File: config.mk
export PLATFORM = sky130hd
export DESIGN_NAME = encoder_period_speed_regulator_core
export DESIGN_NICKNAME = d
export VERILOG_FILES = /design/src/sv/eprs_pkg.sv /design/src/sv/eprs_wrap.sv /design/src/sv/eprs_wheel.sv /design/src/sv/encoder_period_speed_regulator_core.sv
export SDC_FILE = /design/constraint.sdc
export NUM_CORES = 1
export LEC_CHECK = 0
export ABC_AREA = 1
export CAP_MARGIN = 30
export CORE_ASPECT_RATIO = 1.4
export CORE_MARGIN = 4
export CORE_UTILIZATION = 40
export DETAILED_ROUTE_END_ITERATION = 16
export DONT_BUFFER_PORTS = 1
export GPL_TIMING_DRIVEN = 0
export PLACE_DENSITY = 0.55
export SETUP_SLACK_MARGIN = 0.4
export SLEW_MARGIN = 25
export SYNTH_ARGS = -nofsm -noshare
export SYNTH_HDL_FRONTEND = slang
export SYNTH_SLANG_ARGS = --single-unit
File: constraint.sdc
create_clock -name aclk -period 11.64 [get_ports aclk]
set_input_delay 1.164 -clock aclk [delete_from_list [all_inputs] [get_ports aclk]]
set_output_delay 1.164 -clock aclk [all_outputs]
set_load 0.02 [all_outputs]
File: src/sv/eprs_pkg.sv
// Shared constants, codes and types for the encoder period speed regulator.
package eprs_pkg;

    // Fixed field widths
    localparam int CAP_W      = 16;
    localparam int DUTY_W     = 10;
    localparam int TGT_CFG_W  = 23;
    localparam int TGT_W      = TGT_CFG_W + 1;
    localparam int PULSE_W    = 24;
    localparam int OP_W       = 2;

    // Stream port widths
    localparam int S_TDATA_W  = 24;
    localparam int S_TUSER_W  = OP_W;
    localparam int M_TUSER_W  = 1;

    // Configuration port
    localparam int CFG_IDX_W  = 8;
    localparam int CFG_DATA_W = TGT_CFG_W;

    localparam logic [CFG_IDX_W-1:0] REG_TARGET_RIGHT = CFG_IDX_W'(0);
    localparam logic [CFG_IDX_W-1:0] REG_TARGET_LEFT  = CFG_IDX_W'(1);
    localparam logic [CFG_IDX_W-1:0] REG_INITIAL_DUTY = CFG_IDX_W'(2);
    localparam logic [CFG_IDX_W-1:0] REG_PWM_PERIOD   = CFG_IDX_W'(3);

    // Register reset values
    localparam logic [TGT_CFG_W-1:0] TARGET_RIGHT_RST = TGT_CFG_W'(65000);
    localparam logic [TGT_CFG_W-1:0] TARGET_LEFT_RST  = TGT_CFG_W'(65500);
    localparam logic [DUTY_W-1:0]    INITIAL_DUTY_RST = DUTY_W'(240);
    localparam logic [DUTY_W-1:0]    PWM_PERIOD_RST   = DUTY_W'(960);

    // Parameter defaults
    localparam int AVG_SAMPLES_DEF = 6;
    localparam int TIMER_WRAP_DEF  = 65536;
    localparam int PERIOD_BITS_DEF = 24;

    // Event codes
    typedef enum logic [OP_W-1:0] {
        OP_OVERFLOW  = 2'd0,
        OP_CAP_RIGHT = 2'd1,
        OP_CAP_LEFT  = 2'd2,
        OP_RESTART   = 2'd3
    } eprs_op_t;

    // Per-wheel event strobes, already qualified by the pipeline advance
    typedef struct packed {
        logic ovf;
        logic cap;
        logic restart;
        logic hs;
    } eprs_ev_t;

endpackage

File: src/sv/eprs_wrap.sv
// Reduces a raw capture word modulo the timer wrap by restoring subtraction.
module eprs_wrap #(
    parameter int TIMER_WRAP = eprs_pkg::TIMER_WRAP_DEF
) (
    input  logic [eprs_pkg::CAP_W-1:0]     cap_raw,
    output logic [$clog2(TIMER_WRAP)-1:0]  cap_ticks
);
    import eprs_pkg::*;

    localparam int C_W     = $clog2(TIMER_WRAP);
    localparam int EXT_W   = CAP_W + 2;
    localparam int Q_STEPS = $clog2((2 ** CAP_W) / TIMER_WRAP + 1);

    logic [EXT_W-1:0] rem;

    // One quotient bit per step, most significant first
    always_comb begin
        rem = EXT_W'(cap_raw);
        for (int k = Q_STEPS - 1; k >= 0; k--) begin
            if (rem >= (EXT_W'(TIMER_WRAP) << k)) begin
                rem = rem - (EXT_W'(TIMER_WRAP) << k);
            end
        end
    end

    assign cap_ticks = rem[C_W-1:0];

endmodule

File: src/sv/eprs_wheel.sv
// One wheel: period capture, pulse count, AVG_SAMPLES-sample average and duty nudge.
module eprs_wheel #(
    parameter int AVG_SAMPLES = eprs_pkg::AVG_SAMPLES_DEF,
    parameter int TIMER_WRAP  = eprs_pkg::TIMER_WRAP_DEF,
    parameter int PERIOD_BITS = eprs_pkg::PERIOD_BITS_DEF
) (
    input  logic                             aclk,
    input  logic                             aresetn,
    input  eprs_pkg::eprs_ev_t               ev,
    input  logic [$clog2(TIMER_WRAP)-1:0]    cap_ticks,
    input  logic [eprs_pkg::TGT_CFG_W-1:0]   target,
    input  logic [eprs_pkg::DUTY_W-1:0]      pwm_period,
    input  logic                             duty_load,
    input  logic [eprs_pkg::DUTY_W-1:0]      duty_init,
    output logic [PERIOD_BITS-1:0]           period,
    output logic                             adjusted,
    output logic [eprs_pkg::DUTY_W-1:0]      duty_next,
    output logic [eprs_pkg::PULSE_W-1:0]     pulses_next
);
    import eprs_pkg::*;

    localparam int C_W    = $clog2(TIMER_WRAP);
    localparam int OFS_W  = PERIOD_BITS + 2;
    localparam int SUM_W  = PERIOD_BITS + $clog2(AVG_SAMPLES);
    localparam int CNT_W  = $clog2(AVG_SAMPLES + 1);
    localparam int PROD_W = TGT_W + $clog2(AVG_SAMPLES + 1) + 1;
    localparam int CMP_W  = (SUM_W > PROD_W) ? SUM_W : PROD_W;

    localparam logic signed [OFS_W-1:0] PMAX_S = {2'b00, {PERIOD_BITS{1'b1}}};
    localparam logic signed [OFS_W-1:0] WRAP_S = OFS_W'(TIMER_WRAP);

    logic signed [OFS_W-1:0] ofs_reg, ofs_next;
    logic [SUM_W-1:0]        sum_reg, sum_next;
    logic [CNT_W-1:0]        cnt_reg, cnt_next;
    logic [DUTY_W-1:0]       duty_reg;
    logic [PULSE_W-1:0]      pulses_reg;

    logic signed [OFS_W-1:0] c_ext, p_raw, ofs_bump;
    logic [SUM_W-1:0]        sum_new;
    logic [CNT_W-1:0]        cnt_inc;
    logic                    avg_done;
    logic [TGT_W-1:0]        tgt;
    logic [CMP_W-1:0]        prod, sum_ext;
    logic                    too_slow, too_fast;
    logic [DUTY_W:0]         step, duty_up;
    logic [DUTY_W-1:0]       duty_dn, duty_adj;

    // Period from overflow offset plus capture, clamped to 0..2^PERIOD_BITS-1
    assign c_ext = signed'(OFS_W'(cap_ticks));
    assign p_raw = ofs_reg + c_ext;

    always_comb begin
        if (p_raw < 0) begin
            period = '0;
        end else if (p_raw > PMAX_S) begin
            period = PMAX_S[PERIOD_BITS-1:0];
        end else begin
            period = p_raw[PERIOD_BITS-1:0];
        end
    end

    // Overflow bumps the offset by one wrap, saturating
    assign ofs_bump = (ofs_reg + WRAP_S > PMAX_S) ? PMAX_S : ofs_reg + WRAP_S;

    // Running sum and sample count
    assign sum_new  = sum_reg + SUM_W'(period);
    assign cnt_inc  = cnt_reg + CNT_W'(1);
    assign avg_done = (cnt_inc >= CNT_W'(AVG_SAMPLES));

    // floor(sum/N) > T  <=>  sum >= N*T + N ;  floor(sum/N) < T  <=>  sum < N*T
    assign tgt      = ev.hs ? {target, 1'b0} : {1'b0, target};
    assign prod     = CMP_W'(tgt) * CMP_W'(AVG_SAMPLES);
    assign sum_ext  = CMP_W'(sum_new);
    assign too_slow = (sum_ext >= prod + CMP_W'(AVG_SAMPLES));
    assign too_fast = (sum_ext < prod);

    // Bang-bang duty step, clamped to 0..pwm_period
    assign step    = ev.hs ? (DUTY_W+1)'(2) : (DUTY_W+1)'(1);
    assign duty_up = {1'b0, duty_reg} + step;

    always_comb begin
        if ({1'b0, duty_reg} >= step) begin
            duty_dn = duty_reg - step[DUTY_W-1:0];
        end else begin
            duty_dn = '0;
        end
        if (too_slow) begin
            duty_adj = (duty_up > {1'b0, pwm_period}) ? pwm_period : duty_up[DUTY_W-1:0];
        end else if (too_fast) begin
            duty_adj = (duty_dn > pwm_period) ? pwm_period : duty_dn;
        end else begin
            duty_adj = duty_reg;
        end
    end

    // Next state for this wheel
    always_comb begin
        ofs_next    = ofs_reg;
        sum_next    = sum_reg;
        cnt_next    = cnt_reg;
        duty_next   = duty_reg;
        pulses_next = pulses_reg;
        adjusted    = 1'b0;
        if (ev.ovf) begin
            ofs_next = ofs_bump;
        end
        if (ev.cap) begin
            ofs_next = -c_ext;
            if (!(&pulses_reg)) begin
                pulses_next = pulses_reg + PULSE_W'(1);
            end
            if (avg_done) begin
                duty_next = duty_adj;
                cnt_next  = '0;
                sum_next  = '0;
                adjusted  = 1'b1;
            end else begin
                cnt_next = cnt_inc;
                sum_next = sum_new;
            end
        end
        if (ev.restart) begin
            cnt_next    = '0;
            sum_next    = '0;
            pulses_next = '0;
        end
        if (duty_load) begin
            duty_next = duty_init;
        end
    end

    always_ff @(posedge aclk) begin
        if (!aresetn) begin
            ofs_reg    <= '0;
            sum_reg    <= '0;
            cnt_reg    <= '0;
            duty_reg   <= INITIAL_DUTY_RST;
            pulses_reg <= '0;
        end else begin
            ofs_reg    <= ofs_next;
            sum_reg    <= sum_next;
            cnt_reg    <= cnt_next;
            duty_reg   <= duty_next;
            pulses_reg <= pulses_next;
        end
    end

endmodule

File: src/sv/encoder_period_speed_regulator_core.sv
// An accepted input word goes through the input register, then the result
// register. Throughput: one word per cycle while m_tready does not stall the result side; the wheel
// state update and duty nudge sit between the two registers.
// Reset (aresetn, synchronous, active low) empties both stages, loads the
// register defaults, clears offsets, sums, counts and pulse totals, and sets
// both duties to the initial duty default.
module encoder_period_speed_regulator_core #(
    parameter int AVG_SAMPLES = eprs_pkg::AVG_SAMPLES_DEF,
    parameter int TIMER_WRAP  = eprs_pkg::TIMER_WRAP_DEF,
    parameter int PERIOD_BITS = eprs_pkg::PERIOD_BITS_DEF,
    localparam int M_TDATA_W  =
        ((PERIOD_BITS + 4 * eprs_pkg::DUTY_W + 2 * eprs_pkg::PULSE_W + 7) / 8) * 8
) (
    input  logic                               aclk,
    input  logic                               aresetn,
    // Input stream
    input  logic                               s_tvalid,
    output logic                               s_tready,
    input  logic [eprs_pkg::S_TDATA_W-1:0]     s_tdata,   // capture_value, high_speed
    input  logic [eprs_pkg::S_TUSER_W-1:0]     s_tuser,   // op
    // Result stream
    output logic                               m_tvalid,
    input  logic                               m_tready,
    // measured_period, duty_right, duty_left, compare_right, compare_left,
    // pulses_right, pulses_left
    output logic [M_TDATA_W-1:0]               m_tdata,
    output logic [eprs_pkg::M_TUSER_W-1:0]     m_tuser,   // adjusted
    // Configuration writes
    input  logic                               cfg_valid,
    output logic                               cfg_ready,
    input  logic [eprs_pkg::CFG_IDX_W-1:0]     cfg_index,
    input  logic [eprs_pkg::CFG_DATA_W-1:0]    cfg_data
);
    import eprs_pkg::*;

    localparam int C_W = $clog2(TIMER_WRAP);

    // Configuration registers
    logic [TGT_CFG_W-1:0] tgt_r_reg, tgt_l_reg;
    logic [DUTY_W-1:0]    pwm_reg;
    logic                 cfg_acc, duty_load;

    // Input stage
    logic                 v1_reg;
    eprs_op_t             op1_reg;
    logic [C_W-1:0]       c1_reg;
    logic                 hs1_reg;
    logic [C_W-1:0]       cap_ticks;
    logic                 s_acc, adv;

    // Wheel events and results
    eprs_ev_t             ev_r, ev_l;
    logic [PERIOD_BITS-1:0] per_r, per_l, per_sel;
    logic                 adj_r, adj_l;
    logic [DUTY_W-1:0]    duty_r_next, duty_l_next;
    logic [PULSE_W-1:0]   pulses_r_next, pulses_l_next;

    // Result register
    logic                   out_valid_reg;
    logic [PERIOD_BITS-1:0] per_reg;
    logic [DUTY_W-1:0]      duty_r_reg, duty_l_reg, cmp_r_reg, cmp_l_reg;
    logic [PULSE_W-1:0]     pulses_r_reg, pulses_l_reg;
    logic                   adj_reg;

    // Configuration write decode
    assign cfg_ready = 1'b1;
    assign cfg_acc   = cfg_valid && cfg_ready;
    assign duty_load = cfg_acc && (cfg_index == REG_INITIAL_DUTY);

    always_ff @(posedge aclk) begin
        if (!aresetn) begin
            tgt_r_reg     <= TARGET_RIGHT_RST;
            tgt_l_reg     <= TARGET_LEFT_RST;
            pwm_reg       <= PWM_PERIOD_RST;
        end else if (cfg_acc) begin
            unique case (cfg_index)
                REG_TARGET_RIGHT: tgt_r_reg     <= cfg_data;
                REG_TARGET_LEFT:  tgt_l_reg     <= cfg_data;
                REG_INITIAL_DUTY: ;   // loaded straight into both wheel duties
                REG_PWM_PERIOD:   pwm_reg       <= cfg_data[DUTY_W-1:0];
                default: ;
            endcase
        end
    end

    // Handshake: stage moves on when the result register is free or draining
    assign adv      = v1_reg && (!out_valid_reg || m_tready);
    assign s_tready = !v1_reg || adv;
    assign s_acc    = s_tvalid && s_tready;

    // Capture reduced modulo the timer wrap ahead of the input register
    eprs_wrap #(
        .TIMER_WRAP (TIMER_WRAP)
    ) u_wrap (
        .cap_raw   (s_tdata[CAP_W-1:0]),
        .cap_ticks (cap_ticks)
    );

    always_ff @(posedge aclk) begin
        if (!aresetn) begin
            v1_reg <= 1'b0;
        end else if (s_acc) begin
            v1_reg <= 1'b1;
        end else if (adv) begin
            v1_reg <= 1'b0;
        end
        if (s_acc) begin
            op1_reg <= eprs_op_t'(s_tuser);
            c1_reg  <= cap_ticks;
            hs1_reg <= s_tdata[CAP_W];
        end
    end

    // Event strobes per wheel
    always_comb begin
        ev_r = '0;
        ev_l = '0;
        ev_r.hs = hs1_reg;
        ev_l.hs = hs1_reg;
        if (adv) begin
            unique case (op1_reg)
                OP_OVERFLOW: begin
                    ev_r.ovf = 1'b1;
                    ev_l.ovf = 1'b1;
                end
                OP_CAP_RIGHT: ev_r.cap = 1'b1;
                OP_CAP_LEFT:  ev_l.cap = 1'b1;
                OP_RESTART: begin
                    ev_r.restart = 1'b1;
                    ev_l.restart = 1'b1;
                end
                default: ;
            endcase
        end
    end

    eprs_wheel #(
        .AVG_SAMPLES (AVG_SAMPLES),
        .TIMER_WRAP  (TIMER_WRAP),
        .PERIOD_BITS (PERIOD_BITS)
    ) u_wheel_right (
        .aclk        (aclk),
        .aresetn     (aresetn),
        .ev          (ev_r),
        .cap_ticks   (c1_reg),
        .target      (tgt_r_reg),
        .pwm_period  (pwm_reg),
        .duty_load   (duty_load),
        .duty_init   (cfg_data[DUTY_W-1:0]),
        .period      (per_r),
        .adjusted    (adj_r),
        .duty_next   (duty_r_next),
        .pulses_next (pulses_r_next)
    );

    eprs_wheel #(
        .AVG_SAMPLES (AVG_SAMPLES),
        .TIMER_WRAP  (TIMER_WRAP),
        .PERIOD_BITS (PERIOD_BITS)
    ) u_wheel_left (
        .aclk        (aclk),
        .aresetn     (aresetn),
        .ev          (ev_l),
        .cap_ticks   (c1_reg),
        .target      (tgt_l_reg),
        .pwm_period  (pwm_reg),
        .duty_load   (duty_load),
        .duty_init   (cfg_data[DUTY_W-1:0]),
        .period      (per_l),
        .adjusted    (adj_l),
        .duty_next   (duty_l_next),
        .pulses_next (pulses_l_next)
    );

    // Measured period only for captures
    always_comb begin
        unique case (op1_reg)
            OP_CAP_RIGHT: per_sel = per_r;
            OP_CAP_LEFT:  per_sel = per_l;
            default:      per_sel = '0;
        endcase
    end

    // Result register
    always_ff @(posedge aclk) begin
        if (!aresetn) begin
            out_valid_reg <= 1'b0;
        end else if (adv) begin
            out_valid_reg <= 1'b1;
        end else if (m_tready) begin
            out_valid_reg <= 1'b0;
        end
        if (adv) begin
            per_reg      <= per_sel;
            duty_r_reg   <= duty_r_next;
            duty_l_reg   <= duty_l_next;
            cmp_r_reg    <= hs1_reg ? (duty_r_next >> 1) : duty_r_next;
            cmp_l_reg    <= hs1_reg ? (duty_l_next >> 1) : duty_l_next;
            pulses_r_reg <= pulses_r_next;
            pulses_l_reg <= pulses_l_next;
            adj_reg      <= adj_r || adj_l;
        end
    end

    assign m_tvalid = out_valid_reg;
    assign m_tdata  = M_TDATA_W'({pulses_l_reg, pulses_r_reg, cmp_l_reg, cmp_r_reg,
                                  duty_l_reg, duty_r_reg, per_reg});
    assign m_tuser  = adj_reg;

    // Both stages are empty the cycle after reset
    a_reset_empty: assert property (@(posedge aclk)
        !aresetn |=> (!m_tvalid && !v1_reg))
        else $error("pipeline not empty after reset");

    // A held input word is not dropped while the result side stalls
    a_stage_hold: assert property (@(posedge aclk) disable iff (!aresetn)
        (v1_reg && !adv) |=> (v1_reg && $stable(op1_reg) && $stable(c1_reg)))
        else $error("input stage word lost under stall");

    // Compare values are the duties, or the duties halved
    a_compare: assert property (@(posedge aclk) disable iff (!aresetn)
        out_valid_reg |-> ((cmp_r_reg == duty_r_reg || cmp_r_reg == (duty_r_reg >> 1)) &&
                           (cmp_l_reg == duty_l_reg || cmp_l_reg == (duty_l_reg >> 1))))
        else $error("compare value inconsistent with duty");

endmodule

==> impl_results.md <==
* IO buf count at 0
* Ys flop type: dfxtp_1
* # hold bufs at CTS at 0
* Drt via density at 5.26
* Core ar. at 0.0744 mm²
* DR vias at 28.3k
* Total GRT Usage at 0.241
* WHS Path Cells at 2
* Crit-path max cell delay at 0.56 ns
* Die height at 333 µm
* Yosys Warn Count at 0
* Clk_skew at 0.0505 ns
* Final Worst Setup Slack at 3.38 ns
* Net Count, Synth at 4700
* Vias in the first global route at 27.4k
* Post-Syn Area at 0.0302 mm²
* Slew @ Worst Pin at 0.982 ns
* Number of flops mapped to enable cells by yosys at 132
* Area growth syn-to-layout at 9.07%
* Hold crit path type: reg2reg
* Worst r2r dst: cmp_r_reg[8]$_DFFE_PP_
* Crit end category: register
* Top cell by count, worst path: nand2_1
* Rows at 118
* CTS tree: yes
* Fillers at 7946
* Setup Slack @ Placement at 3.47 ns
* H-tree levels at 2
* DRC Markers at 0
* Die width at 240 µm
* Seq/Total Area, Yosys at 0.289
* First-pass GRT wire length at 153 mm
* Post-CTS setup buffer count at 0
* DP HPWL at 80.8 mm
* GR Overflow Total at 0
* Synth Area per Inst at 6.96 µm²
* Per-cell routed wire length at 18.4 µm
* Critical R2R Launch: c1_reg[0]$_DFFE_PP_
* WP data required at 11.97 ns
* Status: complete, no violations
* Max Cap Viol at 0
* Die area at 0.0799 mm²
* Cells after synthesis at 4337
* CTS Buffer Depth at 3
* R2r setup slk at 3.38 ns
* Synth cell types at 70
* Root Driver: clkbuf_16
* CTS Sinks at 370
* Pins over their slew limit at 0
* Ports at 178
* Max-slew headroom at 0.346
* Layout cells sized above 1 at 0.0532
* Post_cts resized at 0
* Worst Path Arrival at 8.59 ns
* First-pass detailed-route iteration total at 6
* FMAX at 121 MHz
* Static leakage at 15.1 nW
* RSZ-0062 raised after global routing: false
* CP Launch Type: register
* Total Wirelength at 99.2 mm
* Flops & latches, synth at 370
* Clock slew at reported path FFs at 0.06 ns
* Final net count at 4748
* Crit share post-route at 0.710
* Post-synth ARST share at 0
* CP max FO at 10
* Hold path startpoint: u_wheel_right.sum_reg[14]$_SDFFE_PP0P_
* Final Setup Violations at 0
* Max rail drop VDD at 0.0978 mV
* Final GP Congestion at 0.929
* Final hold vios at 0
* Critical-path top delay cell: o21ai_0
* R2r worst-path depth at 46
* ANT nets after route at 0
* Worst-Skew Late Latency at 0.62 ns
* Initial antenna violation count at 1
* Starting DRT DRC Count at 1773
* Min-Delay Endpoint: u_wheel_right.sum_reg[14]$_SDFFE_PP0P_
* Largest net degree at the start of global routing at 71
* PD cells at 110 mW/mm²
* CTS Buf Count at 42
* Initial core utilization at 0.405
* Tmin final at 8.26 ns
* WS Path Type: reg2reg
* Setup TNS at 0 ns
critical path, delay by kind of cell (launching register included):
family | cells | cell delay (ns)
AO/OA/AOI/OAI | 6 | 1.68
AND/OR/NAND/NOR | 30 | 3.23
adder cells (fa/ha/maj) | 4 | 1.43
flip-flops | 1 | 0.53
buffers and inverters | 6 | 1.09
how the worst max path moves through the flow:
stage | startpoint | end
global placement | m_tready | pulses_r_reg[17]$_DFFE_PP_
CTS | c1_reg[0]$_DFFE_PP_ | cmp_r_reg[4]$_DFFE_PP_
floorplan | c1_reg[0]$_DFFE_PP_ | cmp_r_reg[0]$_DFFE_PP_
finish | c1_reg[0]$_DFFE_PP_ | cmp_r_reg[8]$_DFFE_PP_
detailed placement | c1_reg[0]$_DFFE_PP_ | cmp_r_reg[3]$_DFFE_PP_
global route | c1_reg[0]$_DFFE_PP_ | cmp_r_reg[4]$_DFFE_PP_
cells by family (layout without fill, tap and decap cells):
kind of cell / after synthesis / after routing / share of synthesized area
flops: 370 / 370 / 0.289
fa+ha+maj: 301 / 301 / 0.127
other cells: 1 / 2 / 0.000124
xor+xnor: 188 / 188 / 0.0568
buf+inv: 639 / 720 / 0.0809
compound gates: 786 / 786 / 0.145
simple gates: 2052 / 2052 / 0.300
final cells by class:
| type | instances | area (µm²) | area share |
|---|---|---|---|
| Multi-Input combinational cell | 3328 | 19000 | 0.578 |
| Sequential cell | 370 | 8730 | 0.265 |
| Inverter | 511 | 1920 | 0.0584 |
| Tap cell | 960 | 1200 | 0.0365 |
| Clock buffer | 51 | 1130 | 0.0345 |
| Buffer | 128 | 524 | 0.0159 |
| Clock inverter | 26 | 324 | 0.00985 |
| Timing Repair Buffer | 4 | 61.3 | 0.00186 |
| Antenna cell | 1 | 2.50 | 0.0000760 |
through the flow:
stage	instance area [µm²]	utilization	hold slack [ns]	total power, mW	cells
after CTS	32900	0.442	0.472	3.67	5378
after global placement	31400	0.422	0.457	2.25	5297
after floorplan	30200	-	0.436	2.02	4337
final	32900	0.442	0.471	3.63	5379
after global routing	32900	0.442	0.487	3.81	5378
after detailed placement	31400	0.423	0.462	2.25	5301
placed cells by master, fill, tap and decap left out, drive strengths merged, types with 17 or more instances in the layout:
| master | n |
|---|---|
| nand2 | 1177 |
| inv | 513 |
| nor2 | 376 |
| a21oi | 360 |
| ha | 291 |
| o21ai | 264 |
| nand3 | 250 |
| dfxtp | 238 |
| clkbuf | 149 |
| edfxtp | 132 |
| xor2 | 129 |
| nor3 | 78 |
| nand4 | 71 |
| xnor2 | 59 |
| a211oi | 45 |
| buf | 34 |
| o211ai | 33 |
| nor4 | 32 |
| and2 | 25 |
| nand3b | 18 |
| clkinv | 17 |
metal layers:
metal  GRT usage  routed length (µm)
met2       0.442               50300
met3      0.0332                4150
met1       0.289               41600
met5           0                   0
met4      0.0731                3170
Yosys cell counts (11+ instances only):
cell type,count,share of area
nor4_1,31,0.0064
a21oi_1,357,0.059
o21bai_1,12,0.0030
nor2_1,358,0.045
dfxtp_1,238,0.16
inv_1,498,0.062
a211oi_1,45,0.011
clkbuf_1,98,0.012
nor3_1,69,0.011
nand3_1,233,0.039
ha_1,291,0.12
a31oi_1,15,0.0031
and2_1,25,0.0052
buf_2,14,0.0023
o21a_1,13,0.0032
nand4_1,67,0.014
nand3b_1,18,0.0045
xnor2_1,58,0.017
nand2_4,11,0.0041
xor2_1,121,0.035
nand3_2,17,0.0056
edfxtp_1,132,0.13
nor2_2,12,0.0025
o211ai_1,33,0.0082
buf_1,12,0.0015
nand2_1,1123,0.14
o21ai_0,253,0.042
nand2_2,42,0.0087
power by group:
part,internal (mW),switching (mW),total [mW]
combinational,0.253,0.551,0.804
clock,0.783,0.619,1.40
sequential,1.37,0.0490,1.42
total,2.41,1.22,3.63
Power figures use the tool's default switching activity.
